`config.mk`:
```
export PLATFORM = sky130hd
export DESIGN_NAME = exec_comment_line_extractor
export DESIGN_NICKNAME = d
export VERILOG_FILES = /design/src/sv/eclx_pkg.sv /design/src/sv/eclx_front.sv /design/src/sv/eclx_queue.sv /design/src/sv/eclx_back.sv /design/src/sv/exec_comment_line_extractor.sv
export SDC_FILE = /design/constraint.sdc
export NUM_CORES = 1
export LEC_CHECK = 0
export BUFFER_PORTS_ARGS = -buffer_cell sky130_fd_sc_hd__buf_2
export CAP_MARGIN = 20
export CORE_ASPECT_RATIO = 1.25
export CORE_MARGIN = 2
export CORE_UTILIZATION = 41
export CTS_BUF_LIST = sky130_fd_sc_hd__clkbuf_8
export DETAILED_ROUTE_END_ITERATION = 10
export PLACE_DENSITY = 0.53
export SYNTH_ARGS = -nofsm -noshare
export SYNTH_HDL_FRONTEND = slang
export SYNTH_SLANG_ARGS = --single-unit
```
`constraint.sdc`:
```
create_clock -name i_clk -period 7.2 [get_ports i_clk]
set_input_delay 0.36 -clock i_clk [delete_from_list [all_inputs] [get_ports i_clk]]
set_output_delay 0.36 -clock i_clk [all_outputs]
set_load 0.05 [all_outputs]
```
`src/sv/eclx_pkg.sv`:
```
// ============================================================================
// eclx_pkg - shared types and constants of the comment line extractor
// Character codes, the command word that runs from the front to the back end,
// the line store write port and the back end state type.
// ============================================================================
package eclx_pkg;

    // Widest line store the design supports; lengths and store addresses use it
    localparam int CAP_MAX = 62;
    localparam int LEN_W   = $clog2(CAP_MAX + 1);

    // Command queue depth
    localparam int Q_DEPTH = 4;
    localparam int QP_W    = $clog2(Q_DEPTH);

    // Character codes
    localparam logic [7:0] CH_SLASH = 8'h2F;
    localparam logic [7:0] CH_STAR  = 8'h2A;
    localparam logic [7:0] CH_NL    = 8'h0A;
    localparam logic [7:0] CH_SPACE = 8'h20;
    localparam logic [7:0] CH_TAB   = 8'h09;
    localparam logic [7:0] CH_AT    = 8'h40;
    localparam logic [7:0] CH_DOT   = 8'h2E;
    localparam logic [7:0] CH_E     = 8'h65;
    localparam logic [7:0] CH_X     = 8'h78;
    localparam logic [7:0] CH_C     = 8'h63;

    // Marker lines are this long
    localparam logic [LEN_W-1:0] MARK_LEN = LEN_W'(4);

    typedef enum logic {
        CMD_TEXT,
        CMD_LINE
    } t_cmd_kind;

    // One queued piece of output work
    typedef struct packed {
        t_cmd_kind        kind;
        logic             has_slash;  // text: release a held slash first
        logic             has_byte;   // text: emit data
        logic [7:0]       data;
        logic             lead_nl;    // line: newline before the line
        logic             cut;        // line: line was truncated
        logic [LEN_W-1:0] len;        // line: bytes to read from the store
    } t_cmd;

    // Current comment line bookkeeping
    typedef struct packed {
        logic [LEN_W-1:0] len;
        logic [LEN_W-1:0] trim;
        logic             ovf;
    } t_line;

    // Line store write port
    typedef struct packed {
        logic             en;
        logic [LEN_W-1:0] addr;
        logic [7:0]       data;
    } t_mem_wr;

    // Back end status toward the front end
    typedef struct packed {
        logic line_done;
    } t_back_status;

    typedef enum logic [1:0] {
        BK_IDLE,
        BK_TEXT_BYTE,
        BK_LINE_BYTES,
        BK_LINE_NL
    } t_back_state;

    function automatic logic is_blank(input logic [7:0] b);
        return (b == CH_SPACE) || (b == CH_TAB);
    endfunction

endpackage

```
`src/sv/eclx_front.sv`:
```
// ============================================================================
// eclx_front - input classifier of the comment line extractor
// Tracks comment and region state, builds the current comment line in the
// back end's line store and queues text and line commands.
// ============================================================================
module eclx_front #(
    parameter int LINE_CAP = 60
) (
    input  logic                   i_clk,
    input  logic                   i_rst_n,
    input  logic                   i_s_tvalid,
    output logic                   o_s_tready,
    input  logic [7:0]             i_s_tdata,   // [7:0] in_byte
    input  logic                   i_s_tlast,   // in_end
    input  logic                   i_q_full,
    output logic                   o_q_push,
    output eclx_pkg::t_cmd         o_q_cmd,
    output eclx_pkg::t_mem_wr      o_mem_wr,
    input  eclx_pkg::t_back_status i_back_status
);

    localparam logic [eclx_pkg::LEN_W-1:0] CAP_LEN = eclx_pkg::LEN_W'(LINE_CAP);

    eclx_pkg::t_line            r_line, n_line;
    logic                       r_in_comment, n_in_comment;
    logic                       r_exec, n_exec;
    logic                       r_held_slash, n_held_slash;
    logic                       r_held_star, n_held_star;
    logic                       r_emit_any, n_emit_any;
    logic                       r_last_nl, n_last_nl;
    logic                       r_line_busy;
    logic [3:0][7:0]            r_head, n_head;

    logic                       accept;
    logic                       push;
    eclx_pkg::t_cmd             cmd;
    logic                       wr_en;
    logic [eclx_pkg::LEN_W-1:0] wr_addr;
    logic                       handled;
    logic                       closed;
    logic                       text_slash;
    logic                       text_byte;
    logic [7:0]                 b;

    // Byte is kept when it is not a leading blank and the store has room
    function automatic logic stores(input eclx_pkg::t_line s, input logic [7:0] c);
        return !(s.len == '0 && eclx_pkg::is_blank(c)) && (s.len < CAP_LEN);
    endfunction

    function automatic eclx_pkg::t_line add_byte(input eclx_pkg::t_line s,
                                                 input logic [7:0] c);
        eclx_pkg::t_line r;
        r = s;
        if (!(s.len == '0 && eclx_pkg::is_blank(c))) begin
            if (s.len < CAP_LEN) begin
                r.len = s.len + eclx_pkg::LEN_W'(1);
                if (!eclx_pkg::is_blank(c)) begin
                    r.trim = s.len + eclx_pkg::LEN_W'(1);
                end
            end else if (!eclx_pkg::is_blank(c)) begin
                r.ovf = 1'b1;
            end
        end
        return r;
    endfunction

    function automatic logic is_marker(input eclx_pkg::t_line s,
                                       input logic [3:0][7:0] h,
                                       input logic [7:0] first);
        return !s.ovf && (s.trim == eclx_pkg::MARK_LEN) && (h[0] == first)
            && (h[1] == eclx_pkg::CH_E) && (h[2] == eclx_pkg::CH_X)
            && (h[3] == eclx_pkg::CH_C);
    endfunction

    assign b          = i_s_tdata;
    assign o_s_tready = !r_line_busy && !i_q_full;
    assign accept     = i_s_tvalid && o_s_tready;

    // Work out the effect of one byte
    always_comb begin
        n_line       = r_line;
        n_in_comment = r_in_comment;
        n_exec       = r_exec;
        n_held_slash = r_held_slash;
        n_held_star  = r_held_star;
        n_emit_any   = r_emit_any;
        n_last_nl    = r_last_nl;
        n_head       = r_head;
        wr_en        = 1'b0;
        wr_addr      = '0;
        push         = 1'b0;
        cmd          = '0;
        handled      = 1'b0;
        closed       = 1'b0;
        text_slash   = 1'b0;
        text_byte    = 1'b0;

        if (!r_in_comment) begin
            // Plain text: release or hold a slash
            if (r_held_slash) begin
                n_held_slash = 1'b0;
                if (b == eclx_pkg::CH_STAR) begin
                    n_in_comment = 1'b1;
                    n_held_star  = 1'b0;
                    n_line       = '0;
                    handled      = 1'b1;
                end else begin
                    text_slash = 1'b1;
                end
            end
            if (!handled) begin
                if (b == eclx_pkg::CH_SLASH && !i_s_tlast) begin
                    n_held_slash = 1'b1;
                end else begin
                    text_byte = 1'b1;
                end
            end
            if (text_slash || text_byte) begin
                push          = 1'b1;
                cmd.kind      = eclx_pkg::CMD_TEXT;
                cmd.has_slash = text_slash;
                cmd.has_byte  = text_byte;
                cmd.data      = b;
                n_emit_any    = 1'b1;
                n_last_nl     = text_byte && (b == eclx_pkg::CH_NL);
            end
        end else begin
            // Comment: a held star either closes or joins the line
            if (r_held_star) begin
                n_held_star = 1'b0;
                if (b == eclx_pkg::CH_SLASH) begin
                    if (is_marker(n_line, n_head, eclx_pkg::CH_DOT)) begin
                        n_exec = 1'b0;
                    end
                    n_in_comment = 1'b0;
                    n_line       = '0;
                    closed       = 1'b1;
                end else begin
                    // star byte was already written when it arrived
                    n_line = add_byte(n_line, eclx_pkg::CH_STAR);
                end
            end
            if (!closed) begin
                if (b == eclx_pkg::CH_STAR) begin
                    n_held_star = 1'b1;
                    if (n_line.len < CAP_LEN) begin
                        wr_en   = 1'b1;
                        wr_addr = n_line.len;
                    end
                end else if (b == eclx_pkg::CH_NL) begin
                    if (is_marker(n_line, n_head, eclx_pkg::CH_AT)) begin
                        n_exec = 1'b1;
                    end else if (is_marker(n_line, n_head, eclx_pkg::CH_DOT)) begin
                        n_exec = 1'b0;
                    end else if (n_exec && n_line.trim != '0) begin
                        push        = 1'b1;
                        cmd.kind    = eclx_pkg::CMD_LINE;
                        cmd.lead_nl = n_emit_any && !n_last_nl;
                        cmd.cut     = n_line.ovf;
                        cmd.len     = n_line.trim;
                        n_emit_any  = 1'b1;
                        n_last_nl   = 1'b1;
                    end
                    n_line = '0;
                end else begin
                    if (stores(n_line, b)) begin
                        wr_en   = 1'b1;
                        wr_addr = n_line.len;
                    end
                    n_line = add_byte(n_line, b);
                end
            end
        end

        // Mirror the first bytes of the line for marker checks
        if (wr_en && wr_addr < eclx_pkg::MARK_LEN) begin
            n_head[wr_addr[1:0]] = b;
        end

        // End of text: finish an open comment line, then return to reset state
        if (i_s_tlast) begin
            if (n_in_comment) begin
                if (n_held_star) begin
                    n_line = add_byte(n_line, eclx_pkg::CH_STAR);
                end
                if (is_marker(n_line, n_head, eclx_pkg::CH_AT)) begin
                    n_exec = 1'b1;
                end else if (is_marker(n_line, n_head, eclx_pkg::CH_DOT)) begin
                    n_exec = 1'b0;
                end else if (n_exec && n_line.trim != '0) begin
                    push        = 1'b1;
                    cmd.kind    = eclx_pkg::CMD_LINE;
                    cmd.lead_nl = n_emit_any && !n_last_nl;
                    cmd.cut     = n_line.ovf;
                    cmd.len     = n_line.trim;
                end
            end
            n_line       = '0;
            n_in_comment = 1'b0;
            n_exec       = 1'b0;
            n_held_slash = 1'b0;
            n_held_star  = 1'b0;
            n_emit_any   = 1'b0;
            n_last_nl    = 1'b0;
        end
    end

    // Commit state on each transfer
    always_ff @(posedge i_clk) begin
        if (!i_rst_n) begin
            r_line       <= '0;
            r_in_comment <= 1'b0;
            r_exec       <= 1'b0;
            r_held_slash <= 1'b0;
            r_held_star  <= 1'b0;
            r_emit_any   <= 1'b0;
            r_last_nl    <= 1'b0;
        end else if (accept) begin
            r_line       <= n_line;
            r_in_comment <= n_in_comment;
            r_exec       <= n_exec;
            r_held_slash <= n_held_slash;
            r_held_star  <= n_held_star;
            r_emit_any   <= n_emit_any;
            r_last_nl    <= n_last_nl;
        end
    end

    always_ff @(posedge i_clk) begin
        if (accept) begin
            r_head <= n_head;
        end
    end

    // Hold input while a queued line still reads the store
    always_ff @(posedge i_clk) begin
        if (!i_rst_n) begin
            r_line_busy <= 1'b0;
        end else if (accept && push && cmd.kind == eclx_pkg::CMD_LINE) begin
            r_line_busy <= 1'b1;
        end else if (i_back_status.line_done) begin
            r_line_busy <= 1'b0;
        end
    end

    assign o_q_push      = accept && push;
    assign o_q_cmd       = cmd;
    assign o_mem_wr.en   = accept && wr_en;
    assign o_mem_wr.addr = wr_addr;
    assign o_mem_wr.data = b;

    // The final byte of a text leaves no comment, slash or region open
    a_end_clears: assert property (@(posedge i_clk) disable iff (!i_rst_n)
        (accept && i_s_tlast) |=> (!r_in_comment && !r_held_slash && !r_exec))
        else $error("state not cleared after final byte");

endmodule

```
`src/sv/eclx_queue.sv`:
```
// ============================================================================
// eclx_queue - command queue between front and back end
// Small register FIFO of output commands.
// ============================================================================
module eclx_queue (
    input  logic           i_clk,
    input  logic           i_rst_n,
    input  logic           i_push,
    input  eclx_pkg::t_cmd i_cmd,
    input  logic           i_pop,
    output logic           o_full,
    output logic           o_empty,
    output eclx_pkg::t_cmd o_head
);

    eclx_pkg::t_cmd              r_slot [eclx_pkg::Q_DEPTH];
    logic [eclx_pkg::QP_W-1:0]   r_wp;
    logic [eclx_pkg::QP_W-1:0]   r_rp;
    logic [eclx_pkg::QP_W:0]     r_count;

    assign o_full  = (r_count == (eclx_pkg::QP_W + 1)'(eclx_pkg::Q_DEPTH));
    assign o_empty = (r_count == '0);
    assign o_head  = r_slot[r_rp];

    // Store pushed commands
    always_ff @(posedge i_clk) begin
        if (i_push) begin
            r_slot[r_wp] <= i_cmd;
        end
    end

    // Advance pointers and fill count
    always_ff @(posedge i_clk) begin
        if (!i_rst_n) begin
            r_wp    <= '0;
            r_rp    <= '0;
            r_count <= '0;
        end else begin
            if (i_push) begin
                r_wp <= r_wp + 1'b1;
            end
            if (i_pop) begin
                r_rp <= r_rp + 1'b1;
            end
            if (i_push && !i_pop) begin
                r_count <= r_count + 1'b1;
            end else if (i_pop && !i_push) begin
                r_count <= r_count - 1'b1;
            end
        end
    end

    a_no_overflow: assert property (@(posedge i_clk) disable iff (!i_rst_n)
        i_push |-> (!o_full || i_pop))
        else $error("push into full command queue");

endmodule

```
`src/sv/eclx_back.sv`:
```
// ============================================================================
// eclx_back - output sequencer of the comment line extractor
// Holds the line store, carries out queued text and line commands and drives
// the output register.
// ============================================================================
module eclx_back #(
    parameter int LINE_CAP = 60
) (
    input  logic                   i_clk,
    input  logic                   i_rst_n,
    input  eclx_pkg::t_cmd         i_q_head,
    input  logic                   i_q_empty,
    output logic                   o_q_pop,
    input  eclx_pkg::t_mem_wr      i_mem_wr,
    output eclx_pkg::t_back_status o_status,
    output logic                   o_m_tvalid,
    input  logic                   i_m_tready,
    output logic [7:0]             o_m_tdata,   // [7:0] out_byte
    output logic                   o_m_tlast,   // out_last
    output logic [0:0]             o_m_tuser    // [0] out_truncated
);

    localparam int AW = $clog2(LINE_CAP);

    logic [7:0]                 r_line_store [LINE_CAP];
    logic [7:0]                 r_rd_data;

    eclx_pkg::t_back_state      r_state, n_state;
    logic [AW-1:0]              r_idx, n_idx;
    logic [eclx_pkg::LEN_W-1:0] r_len, n_len;
    logic                       r_cut, n_cut;
    logic [7:0]                 r_data, n_data;
    logic                       r_out_valid;
    logic [7:0]                 r_out_byte;
    logic                       r_out_last;
    logic                       r_out_cut;

    logic                       can_load;
    logic                       last_idx;
    logic                       load;
    logic [7:0]                 ld_byte;
    logic                       ld_last;
    logic                       ld_cut;
    logic                       pop;
    logic                       line_done;

    // Line store: written by the front end, read one byte ahead of use
    always_ff @(posedge i_clk) begin
        if (i_mem_wr.en) begin
            r_line_store[i_mem_wr.addr[AW-1:0]] <= i_mem_wr.data;
        end
        r_rd_data <= r_line_store[n_idx];
    end

    assign can_load = !r_out_valid || i_m_tready;
    assign last_idx = (eclx_pkg::LEN_W'(r_idx) + eclx_pkg::LEN_W'(1)) == r_len;

    // Next state
    always_comb begin
        n_state = r_state;
        case (r_state)
            eclx_pkg::BK_IDLE: begin
                if (!i_q_empty && can_load) begin
                    if (i_q_head.kind == eclx_pkg::CMD_LINE) begin
                        n_state = eclx_pkg::BK_LINE_BYTES;
                    end else if (i_q_head.has_slash && i_q_head.has_byte) begin
                        n_state = eclx_pkg::BK_TEXT_BYTE;
                    end
                end
            end
            eclx_pkg::BK_TEXT_BYTE: begin
                if (can_load) begin
                    n_state = eclx_pkg::BK_IDLE;
                end
            end
            eclx_pkg::BK_LINE_BYTES: begin
                if (can_load && last_idx) begin
                    n_state = eclx_pkg::BK_LINE_NL;
                end
            end
            eclx_pkg::BK_LINE_NL: begin
                if (can_load) begin
                    n_state = eclx_pkg::BK_IDLE;
                end
            end
            default: n_state = eclx_pkg::BK_IDLE;
        endcase
    end

    // Outputs of each state
    always_comb begin
        pop       = 1'b0;
        load      = 1'b0;
        ld_byte   = r_rd_data;
        ld_last   = 1'b0;
        ld_cut    = 1'b0;
        line_done = 1'b0;
        n_idx     = r_idx;
        n_len     = r_len;
        n_cut     = r_cut;
        n_data    = r_data;
        case (r_state)
            eclx_pkg::BK_IDLE: begin
                if (!i_q_empty && can_load) begin
                    pop    = 1'b1;
                    n_data = i_q_head.data;
                    n_len  = i_q_head.len;
                    n_cut  = i_q_head.cut;
                    n_idx  = '0;
                    if (i_q_head.kind == eclx_pkg::CMD_TEXT) begin
                        load = 1'b1;
                        if (i_q_head.has_slash) begin
                            ld_byte = eclx_pkg::CH_SLASH;
                            ld_last = !i_q_head.has_byte;
                        end else begin
                            ld_byte = i_q_head.data;
                            ld_last = 1'b1;
                        end
                    end else if (i_q_head.lead_nl) begin
                        load    = 1'b1;
                        ld_byte = eclx_pkg::CH_NL;
                        ld_cut  = i_q_head.cut;
                    end
                end
            end
            eclx_pkg::BK_TEXT_BYTE: begin
                if (can_load) begin
                    load    = 1'b1;
                    ld_byte = r_data;
                    ld_last = 1'b1;
                end
            end
            eclx_pkg::BK_LINE_BYTES: begin
                if (can_load) begin
                    load    = 1'b1;
                    ld_byte = r_rd_data;
                    ld_cut  = r_cut;
                    if (!last_idx) begin
                        n_idx = r_idx + 1'b1;
                    end
                end
            end
            eclx_pkg::BK_LINE_NL: begin
                if (can_load) begin
                    load      = 1'b1;
                    ld_byte   = eclx_pkg::CH_NL;
                    ld_last   = 1'b1;
                    ld_cut    = r_cut;
                    line_done = 1'b1;
                end
            end
            default: begin
                pop = 1'b0;
            end
        endcase
    end

    // Sequencer registers
    always_ff @(posedge i_clk) begin
        if (!i_rst_n) begin
            r_state <= eclx_pkg::BK_IDLE;
            r_idx   <= '0;
        end else begin
            r_state <= n_state;
            r_idx   <= n_idx;
        end
    end

    always_ff @(posedge i_clk) begin
        r_len  <= n_len;
        r_cut  <= n_cut;
        r_data <= n_data;
    end

    // Output register: load a byte or drop it once transferred
    always_ff @(posedge i_clk) begin
        if (!i_rst_n) begin
            r_out_valid <= 1'b0;
        end else if (load) begin
            r_out_valid <= 1'b1;
        end else if (i_m_tready) begin
            r_out_valid <= 1'b0;
        end
    end

    always_ff @(posedge i_clk) begin
        if (load) begin
            r_out_byte <= ld_byte;
            r_out_last <= ld_last;
            r_out_cut  <= ld_cut;
        end
    end

    assign o_q_pop            = pop;
    assign o_status.line_done = line_done;
    assign o_m_tvalid         = r_out_valid;
    assign o_m_tdata          = r_out_byte;
    assign o_m_tlast          = r_out_last;
    assign o_m_tuser          = r_out_cut;

    a_pop_idle: assert property (@(posedge i_clk) disable iff (!i_rst_n)
        pop |-> (!i_q_empty && r_state == eclx_pkg::BK_IDLE))
        else $error("command popped outside idle or from empty queue");

    a_done_last: assert property (@(posedge i_clk) disable iff (!i_rst_n)
        line_done |=> (r_out_valid && r_out_last))
        else $error("line finished without a final newline marked last");

    a_no_store_write: assert property (@(posedge i_clk) disable iff (!i_rst_n)
        (r_state == eclx_pkg::BK_LINE_BYTES) |-> !i_mem_wr.en)
        else $error("line store written while a line is read out");

endmodule

```
`src/sv/exec_comment_line_extractor.sv`:
```
// ============================================================================
// exec_comment_line_extractor - executable comment line extractor
// Passes source text outside block comments and emits the non-empty comment
// lines found between "@exc" and ".exc" marker lines.
// ============================================================================
// The input accepts a new byte while the command queue has room and no comment
// line is read out: plain text and comment bytes are classified by the front end
// and text goes out through a short command queue and the output register, so
// input keeps flowing while a result waits. A comment line that is emitted
// occupies the single read port of the line store: from the byte that ends it,
// input stalls until the line has been read out (the command pop, which also
// sends an optional leading newline, then the bytes, then the closing newline),
// and longer while earlier text is still queued or the output stalls. Lines are
// kept up to LINE_CAP bytes after leading blanks; longer lines are cut and
// every byte of the emitted line, newlines included, carries the truncation
// flag in tuser. No clearing pass runs after reset; the block accepts input
// at once.
module exec_comment_line_extractor #(
    parameter int LINE_CAP = 60
) (
    input  logic       i_clk,
    input  logic       i_rst_n,
    input  logic       i_s_tvalid,
    output logic       o_s_tready,
    input  logic [7:0] i_s_tdata,   // [7:0] in_byte
    input  logic       i_s_tlast,   // in_end
    output logic       o_m_tvalid,
    input  logic       i_m_tready,
    output logic [7:0] o_m_tdata,   // [7:0] out_byte
    output logic       o_m_tlast,   // out_last
    output logic [0:0] o_m_tuser    // [0] out_truncated
);

    logic                   q_full;
    logic                   q_empty;
    logic                   q_push;
    logic                   q_pop;
    eclx_pkg::t_cmd         q_in;
    eclx_pkg::t_cmd         q_head;
    eclx_pkg::t_mem_wr      mem_wr;
    eclx_pkg::t_back_status back_status;

    eclx_front #(
        .LINE_CAP (LINE_CAP)
    ) u_front (
        .i_clk         (i_clk),
        .i_rst_n       (i_rst_n),
        .i_s_tvalid    (i_s_tvalid),
        .o_s_tready    (o_s_tready),
        .i_s_tdata     (i_s_tdata),
        .i_s_tlast     (i_s_tlast),
        .i_q_full      (q_full),
        .o_q_push      (q_push),
        .o_q_cmd       (q_in),
        .o_mem_wr      (mem_wr),
        .i_back_status (back_status)
    );

    eclx_queue u_queue (
        .i_clk   (i_clk),
        .i_rst_n (i_rst_n),
        .i_push  (q_push),
        .i_cmd   (q_in),
        .i_pop   (q_pop),
        .o_full  (q_full),
        .o_empty (q_empty),
        .o_head  (q_head)
    );

    eclx_back #(
        .LINE_CAP (LINE_CAP)
    ) u_back (
        .i_clk      (i_clk),
        .i_rst_n    (i_rst_n),
        .i_q_head   (q_head),
        .i_q_empty  (q_empty),
        .o_q_pop    (q_pop),
        .i_mem_wr   (mem_wr),
        .o_status   (back_status),
        .o_m_tvalid (o_m_tvalid),
        .i_m_tready (i_m_tready),
        .o_m_tdata  (o_m_tdata),
        .o_m_tlast  (o_m_tlast),
        .o_m_tuser  (o_m_tuser)
    );

endmodule

```
==> results of run 1 <==
-- layer usage --
layer	global-route usage, %	wire [um]	vias up
li1	-	-	8149
met1	28.53	32390	9045
met2	37.09	39200	597
met3	3.223	3903	154
met4	9.051	2974	2
met5	0	13	-
-- worst max-delay path, cell delays in order, from the launching register on --
cell,delay [ps]
dfxtp_1,680
nand4_1,370
and3_1,300
o21a_1,270
inv_1,220
ha_1,180
inv_1,70
nor2_1,110
o2111ai_1,170
o22ai_2,280
mux2i_1,230
o221ai_1,270
ha_1,370
or4_1,520
and3_1,190
o211a_2,150
a21oi_2,330
ha_1,250
inv_1,70
fa_1,430
xor2_1,180
or3_1,300
a21oi_1,140
-- power by group through the flow --
| stage | registers [uW] | clock network [uW] | logic [uW] |
|---|---|---|---|
| after floorplan | 4670 | 0 | 1620 |
| after global placement | 4600 | 0 | 2320 |
| after detailed placement | 4610 | 0 | 2330 |
| after CTS | 4530 | 3150 | 2340 |
| after global routing | 4540 | 3320 | 2510 |
| final | 4530 | 3070 | 2300 |
-- cell usage in the layout, fill, tap and decap left out, types with 18 or more instances in the layout --
cell      count
and2_1       26
a32o_1       44
and3_1       20
mux4_2       54
mux2_2       29
o21ai_0      37
nor2_1      131
a22oi_1      27
mux2i_1      44
clkinv_1     18
a311oi_1     18
dfxtp_1      46
a211oi_1     26
inv_1        69
nand3_1      75
buf_4        31
buf_2        24
clkbuf_8    111
a21boi_0     21
nor3_1       32
nand2_1     327
edfxtp_1    613
a21oi_1     100
-- flip-flops by register name (all words and copies together), names as in the netlist, 3 cells and up, named ones only --
name	cells
u_queue.r_slot	76
u_front.r_head	32
u_back.r_idx	6
u_front.r_line	13
u_back.r_rd_data	8
u_back.r_line_store	480
u_back.r_data	8
u_queue.r_count	3
u_back.r_len	6
u_back.o_m_tdata	8
-- through the flow --
stage / hold slack [ps] / power (uW) / instances
after global placement: 482.4 / 6918 / 2953
after global routing: 47.44 / 10370 / 3148
final: 54.06 / 9892 / 3149
after CTS: 3.554 / 10020 / 3147
after detailed placement: 492.8 / 6937 / 2953
after floorplan: 458.9 / 6290 / 2082
-- layout make-up --
cell class                 count  share of cell area, %
timing repair buffer          62                  1.493
sequential                   659                  61.00
multi-input combinational   1266                  27.08
inverter                      33                 0.3909
clock buffer                 111                  4.821
clock inverter                81                  1.512
antenna                        2                0.01579
tap                          935                  3.692
-- logic make-up (layout without fill, tap and decap cells) --
logic type      count (synthesis)  count (layout)  synth area share (%)
flops                         659             659                 67.44
mux                           127             127                 6.920
buf+inv                       157             287                 2.733
xor+xnor                       17              17                0.5196
other cells                     0               2                     0
simple gates                  692             692                 10.95
compound gates                418             418                 10.88
fa+ha+maj                      12              12                0.5501
-- worst paths after layout --
kind,end,slack (ps)
min,u_front.r_emit_any,50
min reg2reg,u_front.r_exec,500
max,u_queue.r_count[2],1050
max reg2reg,u_queue.r_count[2],1050
-- timing repair --
action / in CTS / in global routing
setup endpoints to repair: 0 / 0
hold buffers: 2 / 0
hold endpoints to repair: 6 / 0
==> impl_metrics.ini, run 1 <==
[outcome]
status = completed

[logic_synthesis]
syn_avg_cell_area_sq_um = 13.77
async_reset_ff_share_pct = 0
synth.distinct_cells = 88
synth_top_area_share_pct = 64.23
synth_edf_count = 613
synth_most_common_cell = edfxtp_1
synth-main-ff-cell = edfxtp_1
synth_area_leaders = edfxtp_1, nand2_1, mux4_2, dfxtp_1, a21oi_1
synth_fp_nets = 2107
yosysTopAreaCell = edfxtp_1
seq_area_frac_synth_pct = 67.44
yosys_warnings = 0
synth_area_sq_mm = 0.02866
synthCells = 2082
ys_seq_elements = 659
yosys-top-cells-count = edfxtp_1, nand2_1, nor2_1

[layout]
final_area_sq_mm = 0.03169
fillerInstances = 6278
regArea_sq_mm = 0.01933
nets = 2152
syn_to_final_growth_pct = 10.57
multi_input_area_sq_mm = 0.008579
utilization_pct = 45.71
drive_gt1_share_pct = 14.65

[power_and_ir_drop]
ir_drop_mv = 0.2557
clockPowerShare_pct = 31.0
cellInternalPower_uw = 6799
total_leakage_power_uw = 0.01040
power.density_mw_per_mm2 = 312.2
p_switching_uw = 3093
pwr-share-seq_pct = 45.8
p_sw_share_pct = 31.26
power_frac_comb_pct = 23.2

[clock_tree]
h-tree-depth = 3
cts_tree = built
clock-sinks = 659
cts.repair.resized = 0
cts_setup_buffers = 0
clk_pin_slew_worst_paths_ps = 60
cts_root_buf = clkbuf_8
clockBufferDepth = 3
clk_latency_ps = 720
cts_buffers = 105

[placement]
portBuffers = 24
hpwl_um = 49920
routabilityCongestion = 0.9069
place_ws_ps = 1141
placed_area_sq_mm = 0.02965

[routing]
drt-initial-drc-count = 1603
vias_per_cell = 5.699
routed_wl_um = 78480
firstDrtPassIters = 5
wl_per_cell_um = 24.92
drc = 0
ant_nets = 0
vias = 17950

[die]
design.core.area_sq_mm = 0.06932
io_pins = 25
start_util_pct = 41.34
die_x_um = 240.5
fp.dieH_um = 299.6
die-area_sq_mm = 0.07204
num_rows = 108

[setup_path]
critPathRequiredTime_ps = 7830
r2r_start = u_front.r_line[10]
crit_fanout = 14
crit_start = u_front.r_line[10]
reg2regPathDepth = 22
crit_type = flip-flop to flip-flop
crit_arrival_ps = 6780
end_kind = flip-flop
cp-start-kind = flip-flop

[timing]
fin_ws_ps = 1055
fin_tns_setup_ps = 0
drv_slew = 0
worstMarginPinSlew_ps = 1116
max_freq_mhz = 162.7
finClkSkew_ps = 41.65
finalCriticalPeriod_ps = 6145
fin_crit_sh_pct = 85.35
grt_setup_unrepaired = false
relSlewSlack_pct = 25.20
setup-violations-final = 0
hold_violations = 0

[global_route]
grt_pass1_vias = 18240
antenna_found_initial = 2
grt-ovfl-total = 0
grt_max_degree = 139
grt_pass1_wl_um = 118200
grt_util_all_layers_pct = 22.03

[worst_hold_path]
hold_path_class = input pin to flip-flop
worstHoldPathCells = 2
hold_start = i_s_tlast

[flow_run]
maxCapViolations = 0
Note: power is estimated with default switching activity, not from simulation.
==> inputs of run 2 (changes only) <==
--- a/config.mk
+++ b/config.mk
@@ -13,6 +13,7 @@
 export CTS_BUF_LIST = sky130_fd_sc_hd__clkbuf_8
 export DETAILED_ROUTE_END_ITERATION = 10
 export PLACE_DENSITY = 0.53
+export RECOVER_POWER = 100
 export SYNTH_ARGS = -nofsm -noshare
 export SYNTH_HDL_FRONTEND = slang
 export SYNTH_SLANG_ARGS = --single-unit
==> run 2 against run 1 <==
  * The flow now finishes with violations (max-capacitance violations, max-slew violations)
  * Global-route usage stayed put
  * Cell count hardly changed
  * Routed wire length hardly changed
  * Non-clock buffer count stayed put
  * Utilization is 0.20 points lower
  * Hold slack better by 3.4 ps
  * Setup slack worse by 260 ps
  * Largest cell class unchanged
  * Critical path depth is 10 lower
  * Cell area is 0.44% lower
  * Die area stayed put
==> impl_metrics.ini, run 2 (synthesis gave the netlist of run 1 again) <==
[outcome]
status = finished, violations left
violations = max-capacitance violations, max-slew violations

[die]
start_util_pct = 41.34
num_rows = 108
die-area_sq_mm = 0.07204
die_x_um = 240.5
design.core.area_sq_mm = 0.06932
io_pins = 25
fp.dieH_um = 299.6

[power_and_ir_drop]
total_leakage_power_uw = 0.01028
ir_drop_mv = 0.2546
finalPower_uw = 9867
power.density_mw_per_mm2 = 312.8

[setup_path]
critPathRequiredTime_ps = 7510
r2r_start = u_front.r_line[11]
path_depth = 12
crit_type = input pin to flip-flop
critPathSlowestCell = a21oi_1
cp_top_family = simple AND/OR/NAND/NOR gates
crit_buf_inv = 2
critPathMaxStageDelay_ps = 1310
crit_fanout = 51
end_kind = flip-flop
crit_chain = clkbuf_1, buf_4, nor4_1, and2_0, a21oi_1, a22oi_1, nor3_1, a31oi_1, and4b_1, o21ba_2, a21oi_2, and2_0
crit_start = i_s_tdata[4]
crit_top_cell = and2_0
r2r-end = u_queue.r_slot[2][5]
cp-start-kind = input pin
regToRegSetupSlack_ps = 1040
crit_arrival_ps = 6710
cp-endpoint = u_queue.r_slot[2][5]
reg2regPathDepth = 17

[timing]
fin_ws_ps = 795.0
setup-violations-final = 0
worstMarginPinSlew_ps = 3657
max_freq_mhz = 156.1
finClkSkew_ps = 42.98
fin_tns_setup_ps = 0
grt_setup_unrepaired = false
fin_crit_sh_pct = 88.96
hold_violations = 0
drv_slew = 520
relSlewSlack_pct = -143.8
finalCriticalPeriod_ps = 6405

[clock_tree]
cts_setup_buffers = 0
h-tree-depth = 3
cts_tree = built
clk_pin_slew_worst_paths_ps = 60
clockBufferDepth = 3
clk_latency_ps = 720
cts_buffers = 105
clock-sinks = 659
cts_root_buf = clkbuf_8

[routing]
wl_per_cell_um = 24.93
firstDrtPassIters = 7
drc = 0
drt-initial-drc-count = 1549
vias = 17990
vias_per_cell = 5.710
routed_wl_um = 78530
ant_nets = 0

[layout]
drive_gt1_share_pct = 12.75
syn_to_final_growth_pct = 10.08
final_cell_mix = edfxtp_1, nand2_1, nor2_1, clkbuf_8, a21oi_1
layout_commonest_cell = edfxtp_1
fillerInstances = 6310
largest_reg_flops = 480
multi_input_area_sq_mm = 0.008519
nets = 2152
regArea_sq_mm = 0.01933

[global_route]
grt-ovfl-total = 0
grt_util_all_layers_pct = 22.03
grt_pass1_wl_um = 118200
grt_max_degree = 139
grt_pass1_vias = 18240
antenna_found_initial = 2

[worst_hold_path]
hold_path_class = input pin to flip-flop
worstHoldPathCells = 2

[placement]
hpwl_um = 49920
portBuffers = 24
routabilityCongestion = 0.9069
place_ws_ps = 1141

[flow_run]
maxCapViolations = 12
run 2: cell count changes in the layout (fill, tap and decap cells not counted), sizes merged:
cell / before / now
buf: 60 / 25
diode: 2 / 3
clkbuf: 111 / 146
run 2: cell type report:
cell class	instances	area share, %
Tap cell	935	3.708
Clock inverter	81	1.519
Sequential cell	659	61.27
Clock buffer	111	4.843
Multi-Input combinational cell	1266	27.00
Timing Repair Buffer	62	1.241
Inverter	33	0.3926
Antenna cell	3	0.02380
run 2: worst min-delay path by stage:
stage                          startpoint                   endpoint  slack [ps]
after floorplan              i_s_tdata[0]  u_back.r_line_store[0][0]         460
after global placement    u_queue.r_wp[0]            u_queue.r_wp[0]         480
after detailed placement   u_front.r_exec             u_front.r_exec         490
after CTS                       i_s_tlast         u_front.r_emit_any           4
after global routing            i_s_tlast         u_front.r_emit_any          50
final                           i_s_tlast         u_front.r_emit_any          60
run 2: routing by layer:
| metal | wire (um) | GRT usage, % | vias up |
|---|---|---|---|
| met1 | 32530 | 28.53 | 9129 |
| met2 | 39340 | 37.09 | 550 |
| met3 | 3604 | 3.223 | 159 |
| met4 | 3042 | 9.051 | 2 |
| met5 | 13 | 0 | - |
| li1 | - | - | 8148 |
run 2: per-stage QoR:
| step | cells | hold WS, ps | util, % | area [sq um] |
|---|---|---|---|---|
| 2_1_floorplan | 2082 | 458.9 | - | 28660 |
| 3_3_place_gp | 2953 | 482.4 | 42.78 | 29650 |
| 3_5_place_dp | 2953 | 492.8 | 42.78 | 29650 |
| 4_1_cts | 3147 | 3.554 | 45.70 | 31680 |
| 5_1_grt | 3148 | 49.94 | 45.50 | 31540 |
| 6_report | 3150 | 57.43 | 45.51 | 31550 |
run 2: repair_timing:
action                                  CTS  global route
endpoints found under the setup margin    0             0
hold buffers                              2             0
gates resized for setup                   0             0
hold endpoints to repair                  6             0
run 2: worst register-to-register path, stage by stage (launching register included):
cell       delay (ps)
dfxtp_1           690
nand4_1           360
and3_1            300
o21a_1            270
inv_1             220
ha_1              180
inv_1              70
nor2_1            110
o2111ai_1         170
o22ai_2           240
mux2i_1           220
o221ai_1          260
ha_1              370
or4_1             520
and3_1            190
o211a_2           150
a21oi_2           330
and2_0           1130
run 2: power breakdown:
group	internal (uW)	leakage [uW]	switching (uW)
logic	776	0.00326	1490
clock network	1580	0.00117	1490
registers	4430	0.00586	103
total	6780	0.0103	3080
